`src/vmtd_pkg.sv`:
```
// Shared types and constants for the virtual-port MAC table dispatcher.
// Depends on nothing; used by vnic_mac_table_dispatch, vmtd_checker and the testbench.
`timescale 1ns / 1ps

package vmtd_pkg;

	localparam int TableEntries = 16;
	localparam int IdPoolBytes  = 32;
	localparam int MaxResults   = 16;
	localparam int MacW         = 48;
	localparam int IdW          = 8;
	localparam logic [MacW-1:0] BroadcastMac = {MacW{1'b1}};

	typedef enum logic [1:0] {
		CMD_ADD      = 2'd0,
		CMD_REMOVE   = 2'd1,
		CMD_DISPATCH = 2'd2,
		CMD_NONE     = 2'd3
	} cmd_t;

	typedef enum logic [2:0] {
		ST_DONE      = 3'd0,
		ST_DUP_MAC   = 3'd1,
		ST_FULL      = 3'd2,
		ST_NO_IDS    = 3'd3,
		ST_NOT_FOUND = 3'd4,
		ST_COMPLETE  = 3'd5,
		ST_PASS      = 3'd6,
		ST_RSVD      = 3'd7
	} status_t;

	typedef enum logic [1:0] {
		S_IDLE  = 2'd0,
		S_SCAN  = 2'd1,
		S_ALLOC = 2'd2,
		S_SHIFT = 2'd3
	} fsm_t;

endpackage

```
`src/vnic_mac_table_dispatch.sv`:
```
// Virtual-port MAC table dispatcher: table memory, id pool and sequencer.
// Depends on vmtd_pkg.
`timescale 1ns / 1ps

// Each add, remove or dispatch on a non-empty table walks the table, reading
// one entry per cycle from a synchronous table memory. A remove that hits
// before the last entry shifts the later entries up one slot; an add follows its
// duplicate check with a pool search, one byte of 8 ids at a time. A broadcast
// frame gives one item per entry, up to MaxResults, one per cycle. Results
// appear for one cycle with result_valid and must be taken at once; busy is high
// while an item is in work, and start is accepted only while busy is low.
module vnic_mac_table_dispatch #(
	parameter int TABLE_ENTRIES = vmtd_pkg::TableEntries,
	parameter int ID_POOL_BYTES = vmtd_pkg::IdPoolBytes
) (
	input  logic                    clk,
	input  logic                    arst_n,
	input  logic                    start,
	output logic                    busy,
	input  logic [1:0]              command,
	input  logic [47:0]             mac_address,
	input  logic [7:0]              entry_id_in,
	output logic                    result_valid,
	output logic [2:0]              status,
	output logic [7:0]              entry_id_out,
	output logic                    deliver,
	output logic                    last
);

	localparam int NW       = $clog2(TABLE_ENTRIES + 1);
	localparam int AW       = (TABLE_ENTRIES > 1) ? $clog2(TABLE_ENTRIES) : 1;
	localparam int MemW     = vmtd_pkg::MacW + vmtd_pkg::IdW;
	localparam int PoolB    = (ID_POOL_BYTES > 32) ? 32 : ID_POOL_BYTES;
	localparam int PoolIds  = PoolB * 8;
	localparam int BW       = (PoolB > 1) ? $clog2(PoolB) : 1;

	typedef struct packed {
		logic                        emit;
		vmtd_pkg::status_t           st;
		logic [vmtd_pkg::IdW-1:0]    id;
		logic                        dlv;
		logic                        lst;
		logic                        to_idle;
		logic                        to_scan;
		logic                        to_alloc;
		logic                        to_shift;
		logic                        wr_en;
		logic [AW-1:0]               wr_addr;
		logic                        n_inc;
		logic                        n_dec;
		logic                        id_set;
		logic                        id_clr;
	} act_t;

	vmtd_pkg::fsm_t state_q, state_d;
	act_t act;

	logic [NW-1:0]             n_q, lim_q, rd_idx_q, ridx_s1;
	logic                      rdv_s1;
	vmtd_pkg::cmd_t            cmd_q;
	logic [vmtd_pkg::MacW-1:0] mac_q;
	logic [vmtd_pkg::IdW-1:0]  rid_q, new_id;
	logic                      bcast_q;
	logic [BW-1:0]             bidx_q;
	logic [PoolIds-1:0]        pool_q;
	logic [MemW-1:0]           table_q [TABLE_ENTRIES];
	logic [MemW-1:0]           rd_data_s1;
	logic [vmtd_pkg::MacW-1:0] rd_mac;
	logic [vmtd_pkg::IdW-1:0]  rd_id;
	logic                      issue, entry_last, found;
	logic [2:0]                found_bit;
	logic [7:0]                chunk;
	logic                      in_bcast;
	logic [NW-1:0]             in_lim;

	assign rd_mac     = rd_data_s1[MemW-1 -: vmtd_pkg::MacW];
	assign rd_id      = rd_data_s1[vmtd_pkg::IdW-1:0];
	assign issue      = ((state_q == vmtd_pkg::S_SCAN) || (state_q == vmtd_pkg::S_SHIFT))
	                    && (rd_idx_q < lim_q);
	assign entry_last = (NW'(ridx_s1 + 1'b1) == lim_q);
	assign in_bcast   = (mac_address == vmtd_pkg::BroadcastMac);
	assign in_lim     = (in_bcast && (int'(n_q) > vmtd_pkg::MaxResults))
	                    ? NW'(vmtd_pkg::MaxResults) : n_q;
	assign busy       = (state_q != vmtd_pkg::S_IDLE);

	// Lowest free id in the current pool byte.
	always_comb begin
		chunk     = pool_q[bidx_q*8 +: 8];
		found     = 1'b0;
		found_bit = '0;
		for (int b = 7; b >= 0; b--) begin
			if (!chunk[b]) begin
				found     = 1'b1;
				found_bit = 3'(b);
			end
		end
		new_id = vmtd_pkg::IdW'({bidx_q, found_bit});
	end

	// Actions of the current cycle: results, memory writes and count updates.
	always_comb begin
		act         = '0;
		act.st      = vmtd_pkg::ST_DONE;
		act.wr_addr = n_q[AW-1:0];
		case (state_q)
			vmtd_pkg::S_IDLE: begin
				if (start) begin
					case (vmtd_pkg::cmd_t'(command))
						vmtd_pkg::CMD_ADD: begin
							if (n_q == '0) act.to_alloc = 1'b1;
							else act.to_scan = 1'b1;
						end
						vmtd_pkg::CMD_REMOVE: begin
							if (n_q == '0) begin
								act.emit = 1'b1;
								act.st   = vmtd_pkg::ST_NOT_FOUND;
								act.lst  = 1'b1;
							end else begin
								act.to_scan = 1'b1;
							end
						end
						vmtd_pkg::CMD_DISPATCH: begin
							if (n_q == '0) begin
								act.emit = 1'b1;
								act.st   = vmtd_pkg::ST_PASS;
								act.lst  = 1'b1;
							end else begin
								act.to_scan = 1'b1;
							end
						end
						default: ;
					endcase
				end
			end
			vmtd_pkg::S_SCAN: begin
				if (rdv_s1) begin
					case (cmd_q)
						vmtd_pkg::CMD_ADD: begin
							if (rd_mac == mac_q) begin
								act.emit    = 1'b1;
								act.st      = vmtd_pkg::ST_DUP_MAC;
								act.lst     = 1'b1;
								act.to_idle = 1'b1;
							end else if (entry_last) begin
								if (int'(n_q) >= TABLE_ENTRIES) begin
									act.emit    = 1'b1;
									act.st      = vmtd_pkg::ST_FULL;
									act.lst     = 1'b1;
									act.to_idle = 1'b1;
								end else begin
									act.to_alloc = 1'b1;
								end
							end
						end
						vmtd_pkg::CMD_REMOVE: begin
							if (rd_id == rid_q) begin
								if (entry_last) begin
									act.emit    = 1'b1;
									act.id      = rid_q;
									act.lst     = 1'b1;
									act.to_idle = 1'b1;
									act.n_dec   = 1'b1;
									act.id_clr  = 1'b1;
								end else begin
									act.to_shift = 1'b1;
								end
							end else if (entry_last) begin
								act.emit    = 1'b1;
								act.st      = vmtd_pkg::ST_NOT_FOUND;
								act.lst     = 1'b1;
								act.to_idle = 1'b1;
							end
						end
						default: begin
							if (bcast_q) begin
								act.emit    = 1'b1;
								act.st      = vmtd_pkg::ST_PASS;
								act.id      = rd_id;
								act.dlv     = 1'b1;
								act.lst     = entry_last;
								act.to_idle = entry_last;
							end else if (rd_mac == mac_q) begin
								act.emit    = 1'b1;
								act.st      = vmtd_pkg::ST_COMPLETE;
								act.id      = rd_id;
								act.dlv     = 1'b1;
								act.lst     = 1'b1;
								act.to_idle = 1'b1;
							end else if (entry_last) begin
								act.emit    = 1'b1;
								act.st      = vmtd_pkg::ST_PASS;
								act.lst     = 1'b1;
								act.to_idle = 1'b1;
							end
						end
					endcase
				end
			end
			vmtd_pkg::S_ALLOC: begin
				if (found) begin
					act.emit    = 1'b1;
					act.id      = new_id;
					act.lst     = 1'b1;
					act.to_idle = 1'b1;
					act.wr_en   = 1'b1;
					act.n_inc   = 1'b1;
					act.id_set  = 1'b1;
				end else if (int'(bidx_q) == PoolB - 1) begin
					act.emit    = 1'b1;
					act.st      = vmtd_pkg::ST_NO_IDS;
					act.lst     = 1'b1;
					act.to_idle = 1'b1;
				end
			end
			vmtd_pkg::S_SHIFT: begin
				if (rdv_s1) begin
					act.wr_en   = 1'b1;
					act.wr_addr = AW'(ridx_s1 - 1'b1);
					if (entry_last) begin
						act.emit    = 1'b1;
						act.id      = rid_q;
						act.lst     = 1'b1;
						act.to_idle = 1'b1;
						act.n_dec   = 1'b1;
						act.id_clr  = 1'b1;
					end
				end
			end
			default: ;
		endcase
	end

	// Next state.
	always_comb begin
		state_d = state_q;
		if (act.to_idle) state_d = vmtd_pkg::S_IDLE;
		else if (act.to_alloc) state_d = vmtd_pkg::S_ALLOC;
		else if (act.to_shift) state_d = vmtd_pkg::S_SHIFT;
		else if (act.to_scan) state_d = vmtd_pkg::S_SCAN;
	end

	// Control registers.
	always_ff @(posedge clk or negedge arst_n) begin
		if (!arst_n) begin
			state_q      <= vmtd_pkg::S_IDLE;
			n_q          <= '0;
			pool_q       <= '0;
			rdv_s1       <= 1'b0;
			result_valid <= 1'b0;
			rd_idx_q     <= '0;
			bidx_q       <= '0;
		end else begin
			state_q      <= state_d;
			rdv_s1       <= issue;
			result_valid <= act.emit;
			if (state_q == vmtd_pkg::S_IDLE) begin
				rd_idx_q <= '0;
				bidx_q   <= '0;
			end else begin
				if (issue) rd_idx_q <= NW'(rd_idx_q + 1'b1);
				if (state_q == vmtd_pkg::S_ALLOC) bidx_q <= BW'(bidx_q + 1'b1);
			end
			if (act.n_inc) n_q <= NW'(n_q + 1'b1);
			if (act.n_dec) n_q <= NW'(n_q - 1'b1);
			if (act.id_set) pool_q[new_id] <= 1'b1;
			if (act.id_clr && (int'(rid_q) < PoolIds)) pool_q[rid_q] <= 1'b0;
		end
	end

	// Item fields and result payload.
	always_ff @(posedge clk) begin
		if ((state_q == vmtd_pkg::S_IDLE) && start) begin
			cmd_q   <= vmtd_pkg::cmd_t'(command);
			mac_q   <= mac_address;
			rid_q   <= entry_id_in;
			bcast_q <= in_bcast;
			lim_q   <= (vmtd_pkg::cmd_t'(command) == vmtd_pkg::CMD_DISPATCH) ? in_lim : n_q;
		end
		ridx_s1      <= rd_idx_q;
		status       <= act.st;
		entry_id_out <= act.id;
		deliver      <= act.dlv;
		last         <= act.lst;
	end

	// Table memory: one write port, one registered read port.
	always_ff @(posedge clk) begin
		if (act.wr_en) begin
			if (state_q == vmtd_pkg::S_SHIFT) table_q[act.wr_addr] <= rd_data_s1;
			else table_q[act.wr_addr] <= {mac_q, new_id};
		end
		rd_data_s1 <= table_q[rd_idx_q[AW-1:0]];
	end

	a_count_range: assert property (@(posedge clk) disable iff (!arst_n)
		int'(n_q) <= TABLE_ENTRIES) else $error("entry count above table size");
	a_read_in_walk: assert property (@(posedge clk) disable iff (!arst_n)
		rdv_s1 |-> ($past(state_q) == vmtd_pkg::S_SCAN || $past(state_q) == vmtd_pkg::S_SHIFT))
		else $error("table read outside a walk");
	a_deliver_status: assert property (@(posedge clk) disable iff (!arst_n)
		(result_valid && deliver) |->
		(status == vmtd_pkg::ST_COMPLETE || status == vmtd_pkg::ST_PASS))
		else $error("delivery with a non-frame status");
	a_non_last: assert property (@(posedge clk) disable iff (!arst_n)
		(result_valid && !last) |-> (deliver && busy))
		else $error("non-final item outside a broadcast");

endmodule

```
`config.mk`:
```
export PLATFORM = sky130hd
export DESIGN_NAME = vnic_mac_table_dispatch
export DESIGN_NICKNAME = d
export VERILOG_FILES = /design/src/vmtd_pkg.sv /design/src/vnic_mac_table_dispatch.sv
export SDC_FILE = /design/constraint.sdc
export NUM_CORES = 2
export LEC_CHECK = 0
export BUFFER_PORTS_ARGS = -buffer_cell sky130_fd_sc_hd__buf_2
export CORE_MARGIN = 1.5
export CORE_UTILIZATION = 45
export CTS_BUF_LIST = sky130_fd_sc_hd__clkbuf_8 sky130_fd_sc_hd__clkbuf_16
export CTS_CLUSTER_DIAMETER = 40
export DETAILED_ROUTE_END_ITERATION = 10
export GPL_TIMING_DRIVEN = 0
export PLACE_DENSITY = 0.71
export SYNTH_ARGS = -nofsm -noshare
export SYNTH_HDL_FRONTEND = slang
export SYNTH_SLANG_ARGS = --single-unit
```
`constraint.sdc`:
```
create_clock -name clk -period 7.48 [get_ports clk]
set_input_delay 1.496 -clock clk [delete_from_list [all_inputs] [get_ports clk]]
set_output_delay 1.496 -clock clk [all_outputs]
set_load 0.005 [all_outputs]
```
==> summary.md <==
| Metric | Value |
|---|---|
| Run status | completed |
| Slew Limit Headroom | 0.0948 |
| Post-synth top flop | edfxtp_1 |
| Initial antenna violation count | 1 |
| Most frequent cells after synthesis | 960 x edfxtp_1, 481 x a21oi_1, 275 x dfrtp_1 |
| Iteration-0 DRC Markers | between 3000 and 4000 |
| Power density over the cells | 376 mW/mm^2 |
| RSZ-0062 raised after global routing | no |
| Placed Cells | about 5000 |
| Worst Tran Pin Value | about 1.3 ns |
| Compound-Gate Fraction of Synth Area | 0.0953 |
| Final std cells w/o fill | between 5000 and 6000 |
| Post-Syn Nets | 3512 |
| VDD IR max | 0.267 mV |
| Place WS | about 1.6 ns |
| Synth Area in Simple Gates | 0.0414 |
| Placed cell area | between 0.05 and 0.06 sq mm |
| Diodes inserted | 0 |
| Count of cell types in the netlist | 70 |
| Row count | between 100 and 150 |
| Count leader, synth | edfxtp_1 |
| Drt pass-1 iters | 6 |
| Hold Startpoint | rd_idx_q[2]$_DFFE_PN0P_ |
| Post-synthesis mux area share | 0.129 |
| Post-Syn Area per Cell | about 16 sq um |
| DR vias | ~33000 |
| DIE WIDTH | approximately 350 um |
| Reg clk slew, reported paths | about 0.060 ns |
| Htree depth | 4 |
| R2r startpoint | bidx_q[2]$_DFFE_PN0P_ |
| Cell area after layout | 0.0622 sq mm |
| Min cycle time layout | 6.03 ns |
| Gpl congestion | just over 0.9 |
| Area of the multi-input gates | ~0.015 sq mm |
| Highest clock rate | about 170 MHz |
| Cts repair resizes | 0 |
| WHS Endpoint | ridx_s1[2]$_DFF_P_ |
| Cell type contributing the most total cell area after synthesis | edfxtp_1 |
| Setup bufs post-CTS | 0 |
| Largest net degree at the start of global routing | 100 |
| Final Core Density | 0.528 |
| Final setup fails | 0 |
| GR Overflow Total | 0 |
| DIE AREA | between 0.1 and 0.15 sq mm |
| Nets@finish | roughly 3800 |
| Post-synth top area share | 0.540 |
| Leak pwr | around 22 nW |
| Total power | 0.0234 W |
| Register area | 0.0372 sq mm |
| Final Hold Fails | 0 |
| Post-synth EDFFs | between 900 and 1000 |
| CP Capture Type | flop |
| Clk root buf | clkbuf_16 |
| CTS max path bufs | 3 |
| CTS tree | yes |
| Die height | approximately 350 um |
| Cells after Synth | 3434 |
| Synth Register Bits | between 1000 and 1500 |
| Wire per inst | 27.0 um |
| Final WS setup | 1.45 ns |
| Post-Route Skew | slightly below 0.04 ns |
| GR Util All Layers | 0.241 |
| # IOs | 76 |
| Synth Area in Adders | 0.00413 |
| Hold crit path type | flop to flop |
| Share of cells above drive strength 1 | 0.188 |
| DR vias/cell | between 6 and 7 |
| Worst R2R End | table_q[13][17]$_DFFE_PP_ |
| Crit Path Category | flop to flop |
| CTS Hold Bufs | 0 |
| CORE AREA | between 0.1 and 0.15 sq mm |
| Maxcap violations | 0 |
| Area growth syn-to-layout | 16.5% |
| Hold Path Stages | 0 |
| Initial Util | 0.453 |
| Worst-path fanout max | 25 |
| YS warnings | 0 |
| Worst r2r path cells | 15 |
| Async set-or-reset flop fraction in the synthesized netlist | 0.210 |
| Total Wirelength | approximately 150000 um |
| Critical path launch point type | flop |
| FF-to-FF setup slack | about 1.4 ns |
| Vias in the first global route | 32900 |
| PortBufs | 75 |
| Register area share after synthesis | 0.697 |
| Final Max Tran Viols | 0 |
| CTS sink count | ~1300 |
| Crit path required time | 7.92 ns |
| Clock Latency Late Sink | 0.77 ns |
| Post-Syn Area | approximately 0.053 sq mm |
| CTS Buf Count | around 160 |
| Synth area leaders | edfxtp_1 54%, dfrtp_1 13%, mux4_2 7.7%, a21oi_1 4.5%, mux2i_1 3.3% |
| First-pass GRT wire length | 215000 um |
| Xor and xnor area share after synthesis | 0.0117 |
| Critical Path AT | around 6.5 ns |
| Combinational family with the most area after synthesis | multiplexers |
| DRC errors left | 0 |
| Filler cells | ~9400 |
| ANT nets after route | 0 |
| Final period utilization | 0.807 |
| Placed wire-length estimate | 97500 um |
==> layout make-up <==
type                       instances  area share
sequential                      1309       0.598
multi-input combinational       1852       0.244
clock buffer                     165      0.0657
tap                             1536      0.0309
clock inverter                   130      0.0222
timing repair buffer             116      0.0208
buffer                           223      0.0159
inverter                          50     0.00302
==> report_power, final <==
part	switching [W]	total (W)	internal [W]
sequential	0.000299	0.00959	0.00929
combinational	0.00401	0.00592	0.00191
clock	0.00321	0.00784	0.00463
total	0.00752	0.0234	0.0158
==> through the flow <==
| stage | TNS [ns] | hold WS [ns] |
|---|---|---|
| 2_1_floorplan | 0 | 0.369 |
| 3_3_place_gp | -2006.46 | 0.384 |
| 3_5_place_dp | 0 | 0.393 |
| 4_1_cts | 0 | 0.415 |
| 5_1_grt | 0 | 0.428 |
| 6_report | 0 | 0.412 |
==> worst max-delay path by stage <==
stage,from,endpoint,cells past startpoint
finish,bidx_q[2]$_DFFE_PN0P_,table_q[13][17]$_DFFE_PP_,15
global route,bidx_q[2]$_DFFE_PN0P_,table_q[13][17]$_DFFE_PP_,15
CTS,bidx_q[2]$_DFFE_PN0P_,table_q[0][19]$_DFFE_PP_,14
detailed placement,bidx_q[2]$_DFFE_PN0P_,table_q[0][33]$_DFFE_PP_,14
global placement,bidx_q[2]$_DFFE_PN0P_,table_q[1][26]$_DFFE_PP_,12
floorplan,bidx_q[0]$_DFFE_PN0P_,table_q[13][0]$_DFFE_PP_,12
==> cells in the final DEF (no fill, tap or decap), drive strengths merged, types with 17 or more instances in the layout <==
master,count
a21boi,17
nor3,30
edfxtp,960
clkbuf,301
nor4,27
inv,96
buf,203
mux2i,176
a221oi,88
clkinv,54
o21ai,128
dfxtp,74
a21oi,481
nor2,100
a31oi,18
xor2,60
dfrtp,275
nand4,20
a22oi,63
mux4,192
bufinv,17
mux2,65
nand2,250
==> worst max-delay path: stages (launching register included) <==
cell and delay, ns:
dfrtp_1 0.32, buf_4 0.28, buf_4 0.28, buf_2 0.49, mux4_2 0.43, mux4_2 0.51, mux2_2 0.34, and4_1 0.21
buf_4 0.19, a21oi_1 0.26, buf_2 0.52, a22oi_1 0.41, buf_4 0.30, nor2_4 0.61, buf_16 0.25, buf_12 0.23
==> state kept, by name, summed over array words and instances (netlist names) <==
signal and cells:
state_q 2, bcast_q 1, pool_q 256, result_valid 1
mac_q 48, entry_id_out 8, deliver 1, table_q 896
lim_q 5, cmd_q 2, status 3, ridx_s1 5
last 1, n_q 5, rd_data_s1 56, bidx_q 5
rd_idx_q 5, rid_q 8, rdv_s1 1
==> cells by family after synthesis <==
family | Yosys count
buf+inv | 273
compound gates | 836
xor+xnor | 71
mux | 433
flops | 1309
fa+ha+maj | 17
simple gates | 495
==> metal layers <==
metal	vias to the layer above	global-route usage	share of wire
li1	14000	-	-
met4	0	0.100	0.040
met1	17000	0.330	0.40
met3	329	0.0501	0.097
met5	-	0	0
met2	1826	0.375	0.46
Power figures use the tool's default switching activity.
